File: src/fsk_correlator_bit_demodulator_unit_assert.svh
// Assertion macros for the FSK correlator bit demodulator.
// Included by the top level; the macros expand to nothing when SYNTHESIS is defined.
`ifndef FSK_CORRELATOR_BIT_DEMODULATOR_UNIT_ASSERT_SVH
`define FSK_CORRELATOR_BIT_DEMODULATOR_UNIT_ASSERT_SVH

`ifndef SYNTHESIS

`define FCBD_ASSERT(label, prop) \
    label: assert property (@(posedge clk) disable iff (!rst_n) prop) \
        else $error("fcbd assertion failed");

`define FCBD_ASSERT_MSG(label, prop, msg) \
    label: assert property (@(posedge clk) disable iff (!rst_n) prop) \
        else $error(msg);

`else

`define FCBD_ASSERT(label, prop)

`define FCBD_ASSERT_MSG(label, prop, msg)

`endif

`endif

File: src/fcbd_pkg.sv
// Shared types, constants and the tone coefficient table of the FSK demodulator.
// No dependencies.
package fcbd_pkg;

    localparam int MAX_BITS = 256;
    localparam int CNT_W    = $clog2(MAX_BITS + 1);
    localparam int CMP_W    = (CNT_W > 8) ? CNT_W : 8;
    localparam int ACC_W    = 33;
    localparam int QDEPTH   = 4;
    localparam int QPTR_W   = $clog2(QDEPTH);

    localparam logic [7:0] PREAMBLE_RESET = 8'd32;
    localparam logic [2:0] SKIP_LAST      = 3'd1;
    localparam logic [2:0] WIN_LAST       = 3'd4;
    localparam logic       ADDR_PREAMBLE  = 1'b0;

    typedef logic [CNT_W-1:0]        cnt_t;
    typedef logic [CMP_W-1:0]        cmp_t;
    typedef logic signed [ACC_W-1:0] acc_t;
    typedef logic [QPTR_W-1:0]       qptr_t;
    typedef logic [QPTR_W:0]         qcnt_t;

    // one decided window: up to two bits
    typedef struct packed {
        logic       has_a;
        logic       val_a;
        logic [7:0] idx_a;
        logic       has_b;
        logic       val_b;
        logic [7:0] idx_b;
    } job_t;

    typedef struct packed {
        logic full;
        logic valid;
    } qstat_t;

    // Q1.14 sine of k*pi/8; positions past the window end clamp to the last tap
    function automatic logic signed [15:0] sin_coeff(input logic [2:0] p);
        logic signed [15:0] c;
        begin
            case (p)
                3'd0:    c = 16'sd0;
                3'd1:    c = 16'sd6270;
                3'd2:    c = 16'sd11585;
                3'd3:    c = 16'sd15137;
                default: c = 16'sd16384;
            endcase
            return c;
        end
    endfunction

endpackage

File: src/fcbd_front.sv
// Front end: sample intake, window tracking, correlation and bit decision.
// Uses fcbd_pkg; pushes a job into the queue for each completed window that yields a bit.
module fcbd_front
(
    input  logic                clk,
    input  logic                rst_n,
    input  logic                accept,
    input  logic signed [15:0]  sample_q,
    input  logic                packet_end,
    input  logic [7:0]          preamble_bits,
    output logic                push,
    output fcbd_pkg::job_t      job
);

    logic [2:0]         wp_reg, wp_next;
    logic               skip_done_reg, skip_done_next;
    fcbd_pkg::acc_t     acc_reg, acc_next;
    fcbd_pkg::cnt_t     cnt_reg, cnt_next;
    logic               prev_reg, prev_next;

    logic signed [31:0] prod;
    fcbd_pkg::acc_t     dsum;
    logic               raw;
    fcbd_pkg::cmp_t     cnt_cmp;
    fcbd_pkg::cmp_t     pre_cmp;

    // plus minus tone difference reduces to the quadrature term only
    assign prod    = sample_q * fcbd_pkg::sin_coeff(wp_reg);
    assign dsum    = acc_reg + fcbd_pkg::acc_t'(prod);
    assign raw     = ~dsum[fcbd_pkg::ACC_W-1];
    assign cnt_cmp = fcbd_pkg::cmp_t'(cnt_reg);
    assign pre_cmp = fcbd_pkg::cmp_t'(preamble_bits);

    always_comb
    begin
        wp_next        = wp_reg;
        skip_done_next = skip_done_reg;
        acc_next       = acc_reg;
        cnt_next       = cnt_reg;
        prev_next      = prev_reg;
        push           = 1'b0;
        job            = '0;
        if (accept)
        begin
            if (!skip_done_reg)
            begin
                if (wp_reg >= fcbd_pkg::SKIP_LAST)
                begin
                    skip_done_next = 1'b1;
                    wp_next        = 3'd0;
                end
                else
                begin
                    wp_next = wp_reg + 3'd1;
                end
            end
            else if (wp_reg >= fcbd_pkg::WIN_LAST)
            begin
                if (cnt_reg < fcbd_pkg::cnt_t'(fcbd_pkg::MAX_BITS))
                begin
                    job.has_a = (cnt_reg != '0) && ((cnt_cmp - 1'b1) < pre_cmp);
                    job.val_a = (prev_reg == raw);
                    job.idx_a = 8'(cnt_reg - 1'b1);
                    job.has_b = (cnt_cmp >= pre_cmp);
                    job.val_b = raw;
                    job.idx_b = 8'(cnt_reg);
                    push      = job.has_a | job.has_b;
                    prev_next = raw;
                    cnt_next  = cnt_reg + 1'b1;
                end
                acc_next = '0;
                wp_next  = 3'd1;
            end
            else
            begin
                acc_next = dsum;
                wp_next  = wp_reg + 3'd1;
            end
            if (packet_end)
            begin
                wp_next        = 3'd0;
                skip_done_next = 1'b0;
                acc_next       = '0;
                cnt_next       = '0;
                prev_next      = 1'b0;
            end
        end
    end

    always_ff @(posedge clk or negedge rst_n)
    begin
        if (!rst_n)
        begin
            wp_reg        <= 3'd0;
            skip_done_reg <= 1'b0;
            acc_reg       <= '0;
            cnt_reg       <= '0;
            prev_reg      <= 1'b0;
        end
        else
        begin
            wp_reg        <= wp_next;
            skip_done_reg <= skip_done_next;
            acc_reg       <= acc_next;
            cnt_reg       <= cnt_next;
            prev_reg      <= prev_next;
        end
    end

endmodule

File: src/fcbd_queue.sv
// Short job queue between the decision front end and the bit output stage.
// Uses fcbd_pkg for the job type and depth.
module fcbd_queue
(
    input  logic               clk,
    input  logic               rst_n,
    input  logic               push,
    input  fcbd_pkg::job_t     din,
    input  logic               pop,
    output fcbd_pkg::job_t     head,
    output fcbd_pkg::qstat_t   stat
);

    fcbd_pkg::job_t   mem_reg [fcbd_pkg::QDEPTH];
    fcbd_pkg::qptr_t  wr_reg, wr_next;
    fcbd_pkg::qptr_t  rd_reg, rd_next;
    fcbd_pkg::qcnt_t  cnt_reg, cnt_next;
    logic             do_pop;

    assign stat.full  = (cnt_reg == fcbd_pkg::qcnt_t'(fcbd_pkg::QDEPTH));
    assign stat.valid = (cnt_reg != '0);
    assign head       = mem_reg[rd_reg];
    assign do_pop     = pop & stat.valid;

    always_comb
    begin
        wr_next  = push   ? wr_reg + 1'b1 : wr_reg;
        rd_next  = do_pop ? rd_reg + 1'b1 : rd_reg;
        cnt_next = cnt_reg + fcbd_pkg::qcnt_t'(push) - fcbd_pkg::qcnt_t'(do_pop);
    end

    always_ff @(posedge clk)
    begin
        if (push)
        begin
            mem_reg[wr_reg] <= din;
        end
    end

    always_ff @(posedge clk or negedge rst_n)
    begin
        if (!rst_n)
        begin
            wr_reg  <= '0;
            rd_reg  <= '0;
            cnt_reg <= '0;
        end
        else
        begin
            wr_reg  <= wr_next;
            rd_reg  <= rd_next;
            cnt_reg <= cnt_next;
        end
    end

endmodule

File: src/fcbd_back.sv
// Output stage: turns queued jobs into single-bit requests on the master stream.
// Uses fcbd_pkg for the job and queue status types.
module fcbd_back
(
    input  logic               clk,
    input  logic               rst_n,
    input  fcbd_pkg::job_t     head,
    input  fcbd_pkg::qstat_t   stat,
    output logic               pop,
    output logic               out_valid,
    output logic               out_bit,
    output logic [7:0]         out_idx,
    output logic               out_last,
    input  logic               out_ready
);

    logic       valid_reg, valid_next;
    logic       bit_reg, bit_next;
    logic [7:0] idx_reg, idx_next;
    logic       last_reg, last_next;
    logic       pend_reg, pend_next;
    logic       pbit_reg, pbit_next;
    logic [7:0] pidx_reg, pidx_next;
    logic       adv;

    assign adv = ~valid_reg | out_ready;
    assign pop = adv & ~pend_reg & stat.valid;

    always_comb
    begin
        valid_next = valid_reg;
        bit_next   = bit_reg;
        idx_next   = idx_reg;
        last_next  = last_reg;
        pend_next  = pend_reg;
        pbit_next  = pbit_reg;
        pidx_next  = pidx_reg;
        if (adv)
        begin
            if (pend_reg)
            begin
                valid_next = 1'b1;
                bit_next   = pbit_reg;
                idx_next   = pidx_reg;
                last_next  = 1'b1;
                pend_next  = 1'b0;
            end
            else if (stat.valid)
            begin
                valid_next = 1'b1;
                if (head.has_a)
                begin
                    bit_next  = head.val_a;
                    idx_next  = head.idx_a;
                    last_next = ~head.has_b;
                    pend_next = head.has_b;
                    pbit_next = head.val_b;
                    pidx_next = head.idx_b;
                end
                else
                begin
                    bit_next  = head.val_b;
                    idx_next  = head.idx_b;
                    last_next = 1'b1;
                end
            end
            else
            begin
                valid_next = 1'b0;
            end
        end
    end

    always_ff @(posedge clk or negedge rst_n)
    begin
        if (!rst_n)
        begin
            valid_reg <= 1'b0;
            pend_reg  <= 1'b0;
        end
        else
        begin
            valid_reg <= valid_next;
            pend_reg  <= pend_next;
        end
    end

    always_ff @(posedge clk)
    begin
        bit_reg  <= bit_next;
        idx_reg  <= idx_next;
        last_reg <= last_next;
        pbit_reg <= pbit_next;
        pidx_reg <= pidx_next;
    end

    assign out_valid = valid_reg;
    assign out_bit   = bit_reg;
    assign out_idx   = idx_reg;
    assign out_last  = last_reg;

endmodule

File: src/fsk_correlator_bit_demodulator_unit.sv
// Top level of the FSK correlator bit demodulator: streams, APB register, assertions.
// Depends on fcbd_pkg, fcbd_front, fcbd_queue, fcbd_back and the assertion header.

// Takes one complex sample per clock on the slave stream and never stalls it while the
// master side keeps up; ready drops only once the four-entry job queue between the
// correlator and the output stage is full. The first two samples of each packet are
// skipped, then every fourth sample closes a window of five (windows share their edge
// sample) and yields zero, one or two bits; they pass through the job queue and leave
// one bit per clock while m_axis_tready holds. tlast on the input ends the packet and
// clears the counters. Register 0 at address 0 holds the preamble length (reset 32).
`include "fsk_correlator_bit_demodulator_unit_assert.svh"

module fsk_correlator_bit_demodulator_unit
(
    input  logic        clk,
    input  logic        rst_n,
    input  logic        s_axis_tvalid,
    output logic        s_axis_tready,
    input  logic [31:0] s_axis_tdata,   // [15:0] sample_i, [31:16] sample_q
    input  logic        s_axis_tlast,   // packet_end
    output logic        m_axis_tvalid,
    input  logic        m_axis_tready,
    output logic [15:0] m_axis_tdata,   // [0] bit_value, [8:1] bit_index, rest zero
    output logic        m_axis_tlast,   // last_of_run
    input  logic        psel,
    input  logic        penable,
    input  logic        pwrite,
    input  logic [2:0]  paddr,
    input  logic [31:0] pwdata,
    output logic [31:0] prdata,
    output logic        pready
);

    logic [7:0]        pre_reg, pre_next;
    logic              s_accept;
    logic              push;
    logic              pop;
    fcbd_pkg::job_t    job;
    fcbd_pkg::job_t    head;
    fcbd_pkg::qstat_t  stat;
    logic              out_bit;
    logic [7:0]        out_idx;

    assign pready = 1'b1;
    assign prdata = (paddr[2] == fcbd_pkg::ADDR_PREAMBLE) ? {24'd0, pre_reg} : 32'd0;

    always_comb
    begin
        pre_next = pre_reg;
        if (psel && penable && pwrite && pready && (paddr[2] == fcbd_pkg::ADDR_PREAMBLE))
        begin
            pre_next = pwdata[7:0];
        end
    end

    always_ff @(posedge clk or negedge rst_n)
    begin
        if (!rst_n)
        begin
            pre_reg <= fcbd_pkg::PREAMBLE_RESET;
        end
        else
        begin
            pre_reg <= pre_next;
        end
    end

    assign s_axis_tready = ~stat.full;
    assign s_accept      = s_axis_tvalid & s_axis_tready;

    fcbd_front u_front
    (
        .clk           (clk),
        .rst_n         (rst_n),
        .accept        (s_accept),
        .sample_q      (s_axis_tdata[31:16]),
        .packet_end    (s_axis_tlast),
        .preamble_bits (pre_reg),
        .push          (push),
        .job           (job)
    );

    fcbd_queue u_queue
    (
        .clk   (clk),
        .rst_n (rst_n),
        .push  (push),
        .din   (job),
        .pop   (pop),
        .head  (head),
        .stat  (stat)
    );

    fcbd_back u_back
    (
        .clk       (clk),
        .rst_n     (rst_n),
        .head      (head),
        .stat      (stat),
        .pop       (pop),
        .out_valid (m_axis_tvalid),
        .out_bit   (out_bit),
        .out_idx   (out_idx),
        .out_last  (m_axis_tlast),
        .out_ready (m_axis_tready)
    );

    assign m_axis_tdata = {7'd0, out_idx, out_bit};

    `FCBD_ASSERT_MSG(a_no_overflow, push |-> !stat.full, "job pushed into full queue")
    `FCBD_ASSERT(a_job_nonempty, push |-> (job.has_a || job.has_b))
    `FCBD_ASSERT_MSG(a_pair_follows,
        (m_axis_tvalid && m_axis_tready && !m_axis_tlast) |=>
        (m_axis_tvalid && m_axis_tlast && (out_idx == $past(out_idx) + 8'd1)),
        "second bit of a window missing or misnumbered")

endmodule
File: config.mk
export PLATFORM = sky130hd
export DESIGN_NAME = fsk_correlator_bit_demodulator_unit
export DESIGN_NICKNAME = d
export VERILOG_FILES = /design/src/fcbd_pkg.sv /design/src/fcbd_front.sv /design/src/fcbd_queue.sv /design/src/fcbd_back.sv /design/src/fsk_correlator_bit_demodulator_unit.sv
export VERILOG_INCLUDE_DIRS = /design/src /design/src/src
export SDC_FILE = /design/constraint.sdc
export NUM_CORES = 1
export LEC_CHECK = 0
export BUFFER_PORTS_ARGS = -buffer_cell sky130_fd_sc_hd__buf_2
export CORE_AREA = 5 5 166 168
export DETAILED_ROUTE_END_ITERATION = 7
export DIE_AREA = 0 0 171 173
export GPL_TIMING_DRIVEN = 1
export PLACE_DENSITY = 0.94
export SLEW_MARGIN = 40
export SYNTH_ARGS = -nofsm -noshare
export SYNTH_HDL_FRONTEND = slang
export SYNTH_SLANG_ARGS = --single-unit
export TNS_END_PERCENT = 5
File: constraint.sdc
create_clock -name clk -period 17.1 [get_ports clk]
set_clock_uncertainty 0.15 [all_clocks]
set_input_delay 0.855 -clock clk [delete_from_list [all_inputs] [get_ports clk]]
set_output_delay 0.855 -clock clk [all_outputs]
set_load 0.01 [all_outputs]
==> reports/summary.txt, run 1 <==
Synth async-reset ratio: 39.3%
Maximum clock path buffer count: 2
Unrepaired setup endpoints after global routing: false
Synth Cell Area: 17,300 um^2
Final hold vios: 0
Core box area: 25,800 um^2
Clk_lat worst skew: 0.44 ns
Max Freq: 113 MHz
Synth Area in Compound Gates: 7.11%
# Max-Cap Violations: 0
Worst EP required: 17.15 ns
Iteration-0 DRC Markers: 1,424
TritonCTS clock tree: built
R2R cell count: 25
TritonRoute pass-1 iters: 6
Die ar.: 29,600 um^2
Number of diodes: 0
Post-route setup TNS: 0 ns
Post-synthesis xor/xnor area fraction: 2.74%
Startpoint type of the worst setup path: flip-flop
Total track usage: 28.8%
Share of the yosys chip area belonging to registers: 26.5%
Multiplexer share of the synthesized area: 3.84%
FF-to-FF Start: u_front.wp_reg[2]
Max incr delay on CP: 0.73 ns
Resized Gates After CTS: 0
Synth cell types: 67
Layout area overhead: 6.04%
Synth top cells by count: 406 x inv_1, 259 x fa_1, 135 x ha_1, 108 x nand2_1, 99 x edfxtp_1
Setup Crit Path Kind: reg2reg
Period utilisation layout: 51.9%
Post-DP HPWL: 31,500 um
Worst Tran Pin Value: 0.707 ns
Post-synth EDFFs: 99
Most frequent cell after synthesis: inv_1
Vias in the first global route: 13,000
Element type at the critical path end: flip-flop
Slowest CP cell: dfrtp_2
Combinational family with the most area after synthesis: adder cells
First-pass GRT wire length: 66,400 um
Hold crit path type: in2async
Clock sink total: 163
Synthesis Warnings: 0
Number of synthesized register bits: 163
Port Buffer Count: 52
Final setup fails: 0
Flop2flop setup slack: 8.23 ns
Initial antenna violation count: 0
Crit path buf inv count: 6
Average size of a mapped cell: 10.7 um^2
Largest net degree at the start of global routing: 65
Crit path max fanout: 27
Share of layout cells above drive strength 1: 9.29%
R2R Path End: u_queue.mem_reg[1][18]
I/O pins: 127
Area share of the leading cell type in the synthesized netlist: 30.0%
Synth area leader: fa_1
Vias: 11,900
Dominant synthesized flop cell: edfxtp_1
Max Slew Vio Count: 0
Max reg flops: 80
Routed Antenna Nets: 0
Clock root cell: clkbuf_16
Status: complete, no violations
Synth top area cells: fa_1 30%, edfxtp_1 17%, ha_1 9.8%, dfrtp_1 9.1%, inv_1 8.8%
Min Tclk post-route: 8.87 ns
Initial Util: 67.0%
Final net count: 2,114
FILL cells: 1,545
Post-Synth Adder-Cell Area: 39.8%
Post-Synth Simple-Gate Area: 8.68%
Die width: 171 um
Post-DR vias/cell: 5.99
Max H-tree Level: 4
Worst rel slew slack: 52.5%
Die Y: 173 um
Clock-pin slew on the worst setup and hold paths: 0.07 ns
Drt total wl: 41,000 um
DRC violations left: 0
Number of CTS-inserted buffers: 17
Hold slack: 0.337 ns
Cell family with most CP delay: adder cells
Hold Buf Count CTS: 0
Cell row count: 59
Total gr overflow: 0
Wire per inst: 20.6 um
Crit path DAT: 8.92 ns
Routability cong.: 0.981
Cells after Synth: 1,610
Cell mode on critical path: fa_1
# Post-CTS Setup Buffers: 0
-- logic make-up (layout without fill, tap and decap cells) --
kind of cell    after synthesis  in the layout
flops                       163            163
fa+ha+maj                   394            394
simple gates                304            304
compound gates              172            172
mux                          40             40
other cells                   2             32
buf+inv                     481            499
xor+xnor                     54             54
-- routing by layer --
metal,vias up,global-route usage [%],wire [um]
li1,5060,-,-
met1,5871,36.3,14400
met2,802,47.1,20400
met3,214,6.55,3890
met4,0,14.0,2350
met5,-,0,0
-- metrics by stage --
| stage | cell area [um^2] | worst slack [ns] | util, % | std cells |
|---|---|---|---|---|
| 6_report | 18300 | 8.23 | 71.1 | 1993 |
| 5_1_grt | 18300 | 8.19 | 71.1 | 1993 |
| 4_1_cts | 18300 | 8.55 | 71.0 | 1993 |
| 3_5_place_dp | 17700 | 8.70 | 68.8 | 1961 |
| 3_3_place_gp | 17700 | 8.63 | 68.8 | 1961 |
| 2_1_floorplan | 17400 | 9.69 | - | 1640 |
-- area by class of cell --
class	instances	area, um^2	area share (%)
Sequential cell	163	4580	25.0
Tap cell	335	419	2.29
Timing Repair Buffer	61	332	1.81
Clock buffer	17	425	2.32
Clock inverter	15	145	0.793
Multi-Input combinational cell	996	10900	59.4
Inverter	406	1520	8.32
-- cell usage in the layout, fill, tap and decap left out, drive strengths merged, types with 9 or more instances in the layout --
master | netlist | layout
xor2 | 17 | 17
dfrtp | 63 | 63
o21ai | 46 | 46
and3 | 9 | 9
mux2i | 10 | 10
nor3 | 11 | 11
and2 | 68 | 68
nand4 | 13 | 13
mux2 | 10 | 10
fa | 259 | 259
buf | 40 | 61
a21o | 12 | 12
clkbuf | 35 | 17
nor2 | 53 | 53
a22o | 24 | 24
xnor2 | 37 | 37
edfxtp | 99 | 99
ha | 135 | 135
nand2 | 108 | 108
conb | 2 | 32
inv | 406 | 413
a21oi | 36 | 36
mux4 | 20 | 20
-- worst max path at each step --
stage,slack (ns),depth (start not counted),startpoint,endpoint
2_1_floorplan,9.69,22,u_front.wp_reg[1],u_queue.mem_reg[0][18]
3_3_place_gp,8.63,25,u_front.wp_reg[2],u_queue.mem_reg[0][18]
3_5_place_dp,8.70,25,u_front.wp_reg[2],u_queue.mem_reg[3][18]
4_1_cts,8.55,25,u_front.wp_reg[2],u_queue.mem_reg[1][18]
5_1_grt,8.19,25,u_front.wp_reg[2],u_queue.mem_reg[1][18]
6_report,8.23,25,u_front.wp_reg[2],u_queue.mem_reg[1][18]
Power of run 1 is not shown: default switching activity piles up to over one toggle a cycle in this logic, so the estimate is an artifact.
==> inputs of run 2 (changes only) <==
- ABC_AREA: not set -> 1
- CORE_AREA: 5 5 166 168 -> 5 5 175 177
- DIE_AREA: 0 0 171 173 -> 0 0 180 182
- PLACE_DENSITY: 0.94 -> 0.89
- clock period: 17.1 -> 9.2 ns (I/O delays scaled with it)
==> run 2 against run 1 <==
Compared with the run above: routed wire length is 5.3% higher; worst hold slack worse by 0.22 ns; die area is 11% higher; cell count is 26% higher; synthesized cell count is 28% higher; via count is 14% higher; core utilization is 5.1 points lower; maximum frequency is 16% higher; flip-flop and latch count stayed put; critical endpoint is now u_queue.mem_reg[3][18].
==> reports/summary.txt, run 2 <==
Die ar.: 32,800 um^2 (was 29,600 um^2)
Maximum clock path buffer count: 2 (unchanged)
Wire per inst: 17.2 um (was 20.6 um)
I/O pins: 127 (unchanged)
Initial Util: 61.8% (was 67.0%)
Most frequent cell after synthesis: inv_1 (unchanged)
Crit path buf inv count: 8 (was 6)
# Post-CTS Setup Buffers: 0 (unchanged)
Post-DR vias/cell: 5.41 (was 5.99)
Cells after Synth: 2,054 (was 1,610)
Area share of the leading cell type in the synthesized netlist: 28.8% (was 30.0%)
Initial antenna violation count: 1 (was 0)
First-pass GRT wire length: 71,200 um (was 66,400 um)
Worst rel slew slack: 52.8% (was 52.5%)
DRC violations left: 0 (unchanged)
Number of CTS-inserted buffers: 17 (unchanged)
Worst EP required: 9.29 ns (was 17.15 ns)
Routed Antenna Nets: 0 (unchanged)
Final setup fails: 0 (unchanged)
Total track usage: 27.3% (was 28.8%)
Post-synth EDFFs: 99 (unchanged)
Clock sink total: 163 (unchanged)
Share of layout cells above drive strength 1: 6.47% (was 9.29%)
Flop2flop setup slack: 1.57 ns (was 8.23 ns)
Synth Cell Area: 18,000 um^2 (was 17,300 um^2)
Max reg flops: 80 (unchanged)
Element type at the critical path end: flip-flop (unchanged)
Final hold vios: 0 (unchanged)
Hold Path End: pre_reg[2]
Routability cong.: 0.956 (was 0.981)
Period utilisation layout: 82.9% (was 51.9%)
Die Y: 182 um (was 173 um)
Average size of a mapped cell: 8.75 um^2 (was 10.7 um^2)
Cell family with most CP delay: adder cells (unchanged)
Layout area overhead: 6.75% (was 6.04%)
Min Tclk post-route: 7.63 ns (was 8.87 ns)
Post-route setup TNS: 0 ns (unchanged)
Synthesis Warnings: 0 (unchanged)
Iteration-0 DRC Markers: 1,412 (was 1,424)
Unrepaired setup endpoints after global routing: false (unchanged)
Clock-pin slew on the worst setup and hold paths: 0.07 ns (about the same)
Synth cell types: 51 (was 67)
TritonCTS clock tree: built (unchanged)
Crit path max fanout: 17 (was 27)
Die width: 180 um (was 171 um)
R2R cell count: 29 (was 25)
Hold Path Origin: pwdata[2]
Max Slew Vio Count: 0 (unchanged)
Clk_lat worst skew: 0.44 ns (about the same)
Setup Crit Path Kind: reg2reg (unchanged)
Startpoint type of the worst setup path: flip-flop (unchanged)
Drt total wl: 43,200 um (was 41,000 um)
Number of diodes: 0 (unchanged)
FF-to-FF Start: u_front.wp_reg[1] (was u_front.wp_reg[2])
Dominant synthesized flop cell: edfxtp_1 (unchanged)
Clock root cell: clkbuf_16 (unchanged)
Commonest non-fill, non-tap cell in the layout: inv_1 (unchanged)
Number of synthesized register bits: 163 (unchanged)
Synth area leader: fa_1 (unchanged)
Hold Path Depth: 3
Hold crit path type: in2reg (was in2async)
Cell mode on critical path: inv_1 (was fa_1)
Largest net degree at the start of global routing: 65 (unchanged)
Status: complete, no violations (unchanged)
Total gr overflow: 0 (unchanged)
Slowest CP cell: fa_1 (was dfrtp_2)
Max incr delay on CP: 0.75 ns (was 0.73 ns)
Max Freq: 131 MHz (was 113 MHz)
Crit path DAT: 7.72 ns (was 8.92 ns)
Most frequent cells in the layout: 530 x inv_1, 324 x nand2_1, 259 x fa_1 (was 404 x inv_1, 259 x fa_1, 135 x ha_1)
Synth top area cells: fa_1 29%, edfxtp_1 17%, inv_1 11%, ha_1 9.4%, dfrtp_1 8.8% (was fa_1 30%, edfxtp_1 17%, ha_1 9.8%, dfrtp_1 9.1%, inv_1 8.8%)
Max H-tree Level: 4 (unchanged)
TritonRoute pass-1 iters: 6 (unchanged)
Post-DP HPWL: 34,700 um (was 31,500 um)
Worst Tran Pin Value: 0.709 ns (was 0.707 ns)
Vias in the first global route: 14,300 (was 13,000)
Cell row count: 63 (was 59)
Vias: 13,600 (was 11,900)
Final net count: 2,574 (was 2,114)
FILL cells: 2,190 (was 1,545)
Share of the yosys chip area belonging to registers: 25.5% (was 26.5%)
R2R Path End: u_queue.mem_reg[3][18] (was u_queue.mem_reg[1][18])
Port Buffer Count: 52 (unchanged)
Synth top cells by count: 531 x inv_1, 324 x nand2_1, 259 x fa_1, 236 x nor2_1, 135 x ha_1 (was 406 x inv_1, 259 x fa_1, 135 x ha_1, 108 x nand2_1, 99 x edfxtp_1)
# Max-Cap Violations: 0 (unchanged)
Synth async-reset ratio: 39.3% (unchanged)
Core box area: 29,100 um^2 (was 25,800 um^2)
run 2: cell count changes in the layout (fill, tap and decap cells not counted), moves of 9 or more:
cell      previous run  this run
nor2_1              51       234
nand3_1              7        50
nand2_1            108       324
xnor2_1             37        10
o221ai_1             0         9
mux4_2              20         0
a22o_1              24         0
o21ai_0             39        92
a21oi_1             35        53
o22ai_1              2        16
mux2i_1             10         0
inv_1              404       530
mux2_2               9         0
and2_1              64         1
run 2: through the flow:
step	setup slack [ns]	std cells	hold slack, ns	utilization [%]	cell area (um^2)
floorplan	2.27	2084	0.0144	-	18100
global placement	1.98	2475	0.314	63.8	18600
detailed placement	1.71	2475	0.332	63.8	18600
CTS	1.63	2508	0.106	66.0	19200
global route	1.04	2508	0.128	66.0	19200
finish	1.57	2508	0.118	66.0	19200
run 2: timing repair:
| item | CTS | global route |
|---|---|---|
| setup endpoints to repair | 0 | 0 |
| hold buffers | 1 | 0 |
| gates resized for setup | 0 | 0 |
| hold endpoints to repair | 15 | 0 |
run 2: kinds of logic (layout without fill, tap and decap cells):
| group | after synthesis | after routing | share of synthesized area (%) |
|---|---|---|---|
| AOI/OAI and AO/OA | 202 | 202 | 6.37 |
| xor gates and xnor gates | 22 | 22 | 1.07 |
| adders and majority gates | 394 | 394 | 38.2 |
| buffers and inverters | 604 | 638 | 13.4 |
| DFF | 163 | 163 | 25.5 |
| other | 2 | 32 | 0.0418 |
| and+or+nand+nor | 667 | 667 | 15.4 |
run 2: worst min-delay path, delay by kind of cell:
family / cells / cell delay [ns]
buffers and inverters: 1 / 0.07
AND/OR/NAND/NOR: 1 / 0.03
AO/OA/AOI/OAI: 1 / 0.09
run 2: layout make-up:
cell class / instances / area (um^2) / share of cell area [%]
clock buffer: 17 / 425 / 2.22
clock inverter: 15 / 183 / 0.952
timing repair buffer: 67 / 379 / 1.98
tap: 390 / 488 / 2.54
sequential: 163 / 4580 / 23.8
inverter: 539 / 2030 / 10.6
multi-input combinational: 1317 / 11100 / 57.9
run 2: worst max-delay path by stage:
| stage | from | to | slack (ns) | depth (start not counted) |
|---|---|---|---|---|
| after floorplan | u_front.wp_reg[1] | u_queue.mem_reg[0][18] | 2.27 | 27 |
| after global placement | u_front.wp_reg[1] | u_queue.mem_reg[2][18] | 1.98 | 30 |
| after detailed placement | u_front.wp_reg[1] | u_queue.mem_reg[3][18] | 1.71 | 29 |
| after CTS | u_front.wp_reg[1] | u_queue.mem_reg[3][18] | 1.63 | 29 |
| after global routing | u_front.wp_reg[1] | u_queue.mem_reg[3][18] | 1.04 | 31 |
| final | u_front.wp_reg[1] | u_queue.mem_reg[3][18] | 1.57 | 29 |
run 2: routing by layer:
layer | routed length, um | track usage, % | up-vias | share of wire (%)
met3 | 3280 | 4.57 | 97 | 7.6
li1 | - | - | 6254 | -
met2 | 21200 | 46.3 | 626 | 49
met5 | 14 | 0 | - | 0.032
met4 | 1440 | 9.84 | 2 | 3.3
met1 | 17300 | 35.9 | 6595 | 40
Power of run 2 is left out for the same reason.
==> inputs of run 3 (changes only) <==
- CORE_AREA: 5 5 175 177 -> 5 5 184 186
- DIE_AREA: 0 0 180 182 -> 0 0 189 191
- PLACE_DENSITY: 0.89 -> 0.85
- clock period: 9.2 -> 6.47 ns (I/O delays scaled with it)
==> run 3 against run 2 <==
Compared with the run above: clock-buffer cell count stayed put; cell count is 6.3% higher; largest cell class unchanged; flip-flop and latch count stayed put; setup slack worse by 1.5 ns; register-to-register slack worse by 1.5 ns; critical path type unchanged; global-route usage is 1.3 points lower; sequential share of layout area is 1.9 points lower; final area is 8.7% higher; critical path depth is 2 higher; core utilization is 1.0 points lower; worst hold slack worse by 0.10 ns; routed wire length is 5.2% higher.
==> reports/summary.txt, run 3 (same netlist as run 2, synthesis figures left out) <==
Core box area: 32,100 um^2 (was 29,100 um^2)
Final hold vios: 0 (unchanged)
Commonest non-fill, non-tap cell in the layout: inv_1 (unchanged)
Element type at the critical path end: flip-flop (unchanged)
Status: complete, no violations (unchanged)
First-pass GRT wire length: 74,600 um (was 71,200 um)
Number of diodes: 0 (unchanged)
Iteration-0 DRC Markers: 1,247 (was 1,412)
Drt total wl: 45,400 um (was 43,200 um)
Setup Crit Path Kind: reg2reg (unchanged)
Most frequent cells in the layout: 517 x inv_1, 308 x nand2_1, 244 x fa_1 (was 530 x inv_1, 324 x nand2_1, 259 x fa_1)
Max reg flops: 80 (unchanged)
Routability cong.: 0.955 (was 0.956)
Total track usage: 26.0% (was 27.3%)
Clock-pin slew on the worst setup and hold paths: 0.08 ns (was 0.07 ns)
Final net count: 2,713 (was 2,574)
Post-DP HPWL: 36,600 um (was 34,700 um)
Wl on met1: 18,300 um (was 17,300 um)
Worst EP required: 6.66 ns (was 9.29 ns)
Clock root cell: clkbuf_16 (unchanged)
Unrepaired setup endpoints after global routing: true (was false)
Max Freq: 156 MHz (was 131 MHz)
Number of CTS-inserted buffers: 17 (unchanged)
DRC violations left: 0 (unchanged)
Maximum clock path buffer count: 2 (unchanged)
Initial Util: 56.0% (was 61.8%)
I/O pins: 127 (unchanged)
Final setup fails: 0 (unchanged)
Worst Tran Pin Value: 0.782 ns (was 0.709 ns)
Cell row count: 66 (was 63)
Cell mode on critical path: nand2_1 (was inv_1)
Largest net degree at the start of global routing: 65 (unchanged)
DR top layer: met4 (was met5)
TritonRoute pass-1 iters: 6 (unchanged)
Post-route setup TNS: 0 ns (unchanged)
Slowest CP cell: fa_1 (unchanged)
Share of layout cells above drive strength 1: 17.2% (was 6.47%)
Vias: 14,100 (was 13,600)
Initial antenna violation count: 0 (was 1)
Die Y: 191 um (was 182 um)
Max Slew Vio Count: 0 (unchanged)
Hold crit path type: in2reg (unchanged)
Post-DR vias/cell: 5.29 (was 5.41)
Vias in the first global route: 15,000 (was 14,300)
# Max-Cap Violations: 0 (unchanged)
Layout area overhead: 16.0% (was 6.75%)
Clock sink total: 163 (unchanged)
Met3 Routed Length: 3490 um (was 3280 um)
Total gr overflow: 0 (unchanged)
Crit path DAT: 6.59 ns (was 7.72 ns)
TritonCTS clock tree: built (unchanged)
WL met2: 22,500 um (was 21,200 um)
Max H-tree Level: 4 (unchanged)
Die ar.: 36,100 um^2 (was 32,800 um^2)
Min Tclk post-route: 6.40 ns (was 7.63 ns)
Port Buffer Count: 52 (unchanged)
Clk_lat worst skew: 0.43 ns (was 0.44 ns)
Routed Antenna Nets: 0 (unchanged)
Die width: 189 um (was 180 um)
Crit path max fanout: 11 (was 17)
Max incr delay on CP: 0.54 ns (was 0.75 ns)
Startpoint type of the worst setup path: flip-flop (unchanged)
Period utilisation layout: 99.0% (was 82.9%)
Worst rel slew slack: 47.7% (was 52.8%)
Wire per inst: 17.0 um (was 17.2 um)
run 3: changes by cell type in the layout (fill, tap and decap cells not counted), moves of 15 or more:
cell,before,now
nand2_1,324,308
nor2_2,5,32
fa_1,259,244
buf_4,13,135
ha_1,135,120
nand2_2,7,22
nor2_1,234,195
fa_2,0,15
run 3: final timing paths:
check / slack, ns / start / endpoint / cells past startpoint
worst max-delay path: 0.07 / u_front.wp_reg[1] / u_front.acc_reg[21] / 31
worst min-delay path: 0.02 / pwdata[4] / pre_reg[4] / 3
worst max register to register: 0.07 / u_front.wp_reg[1] / u_front.acc_reg[21] / 31
worst min register to register: 0.35 / u_front.acc_reg[17] / u_front.acc_reg[17] / 2
max in group asynchronous: 5.29 / rst_n / u_front.cnt_cmp[8] / 3
min in group asynchronous: 0.36 / rst_n / u_queue.rd_reg[0] / 3
run 3: layout make-up:
cell class	instances	area [um^2]
clock buffer	17	425
inverter	539	2030
timing repair buffer	206	1530
sequential	163	4580
tap	408	510
clock inverter	15	189
multi-input combinational	1317	11600
fill	2444	11300
run 3: metal layers:
layer	up-vias	GRT usage (%)
li1	6528	-
met5	-	0
met2	552	44.7
met1	6928	33.7
met4	0	7.32
met3	93	5.39
run 3: metrics by stage:
step / utilization (%) / hold WS [ns] / setup WS, ns / cells / area [um^2]
final: 64.9 / 0.0164 / 0.0678 / 2665 / 20900
after global routing: 64.9 / 0.0233 / -0.236 / 2665 / 20900
after CTS: 63.3 / 0.00133 / 0.000742 / 2660 / 20300
after detailed placement: 60.9 / 0.327 / -0.110 / 2618 / 19600
after global placement: 60.9 / 0.315 / 0.0358 / 2618 / 19600
after floorplan: - / -0.122 / 0.00514 / 2084 / 18100
run 3: worst max-delay path, delay by kind of cell, from the launching register on:
| family | cells | cell delay, ns |
|---|---|---|
| and+or+nand+nor | 10 | 0.89 |
| adders and majority gates | 8 | 3.48 |
| buffers and inverters | 11 | 1.03 |
| AOI/OAI and AO/OA | 2 | 0.33 |
| DFF | 1 | 0.41 |
run 3: timing repair:
| action | in CTS | in global routing |
|---|---|---|
| resized for setup | 19 | 126 |
| setup endpoints to repair | 17 | 30 |
| pin swaps | 3 | 36 |
| hold buffers | 8 | 0 |
| endpoints found under the hold margin | 70 | 0 |
| gates cloned | 1 | 1 |
| buffers inserted | 1 | 5 |
Power of run 3 is left out for the same reason.
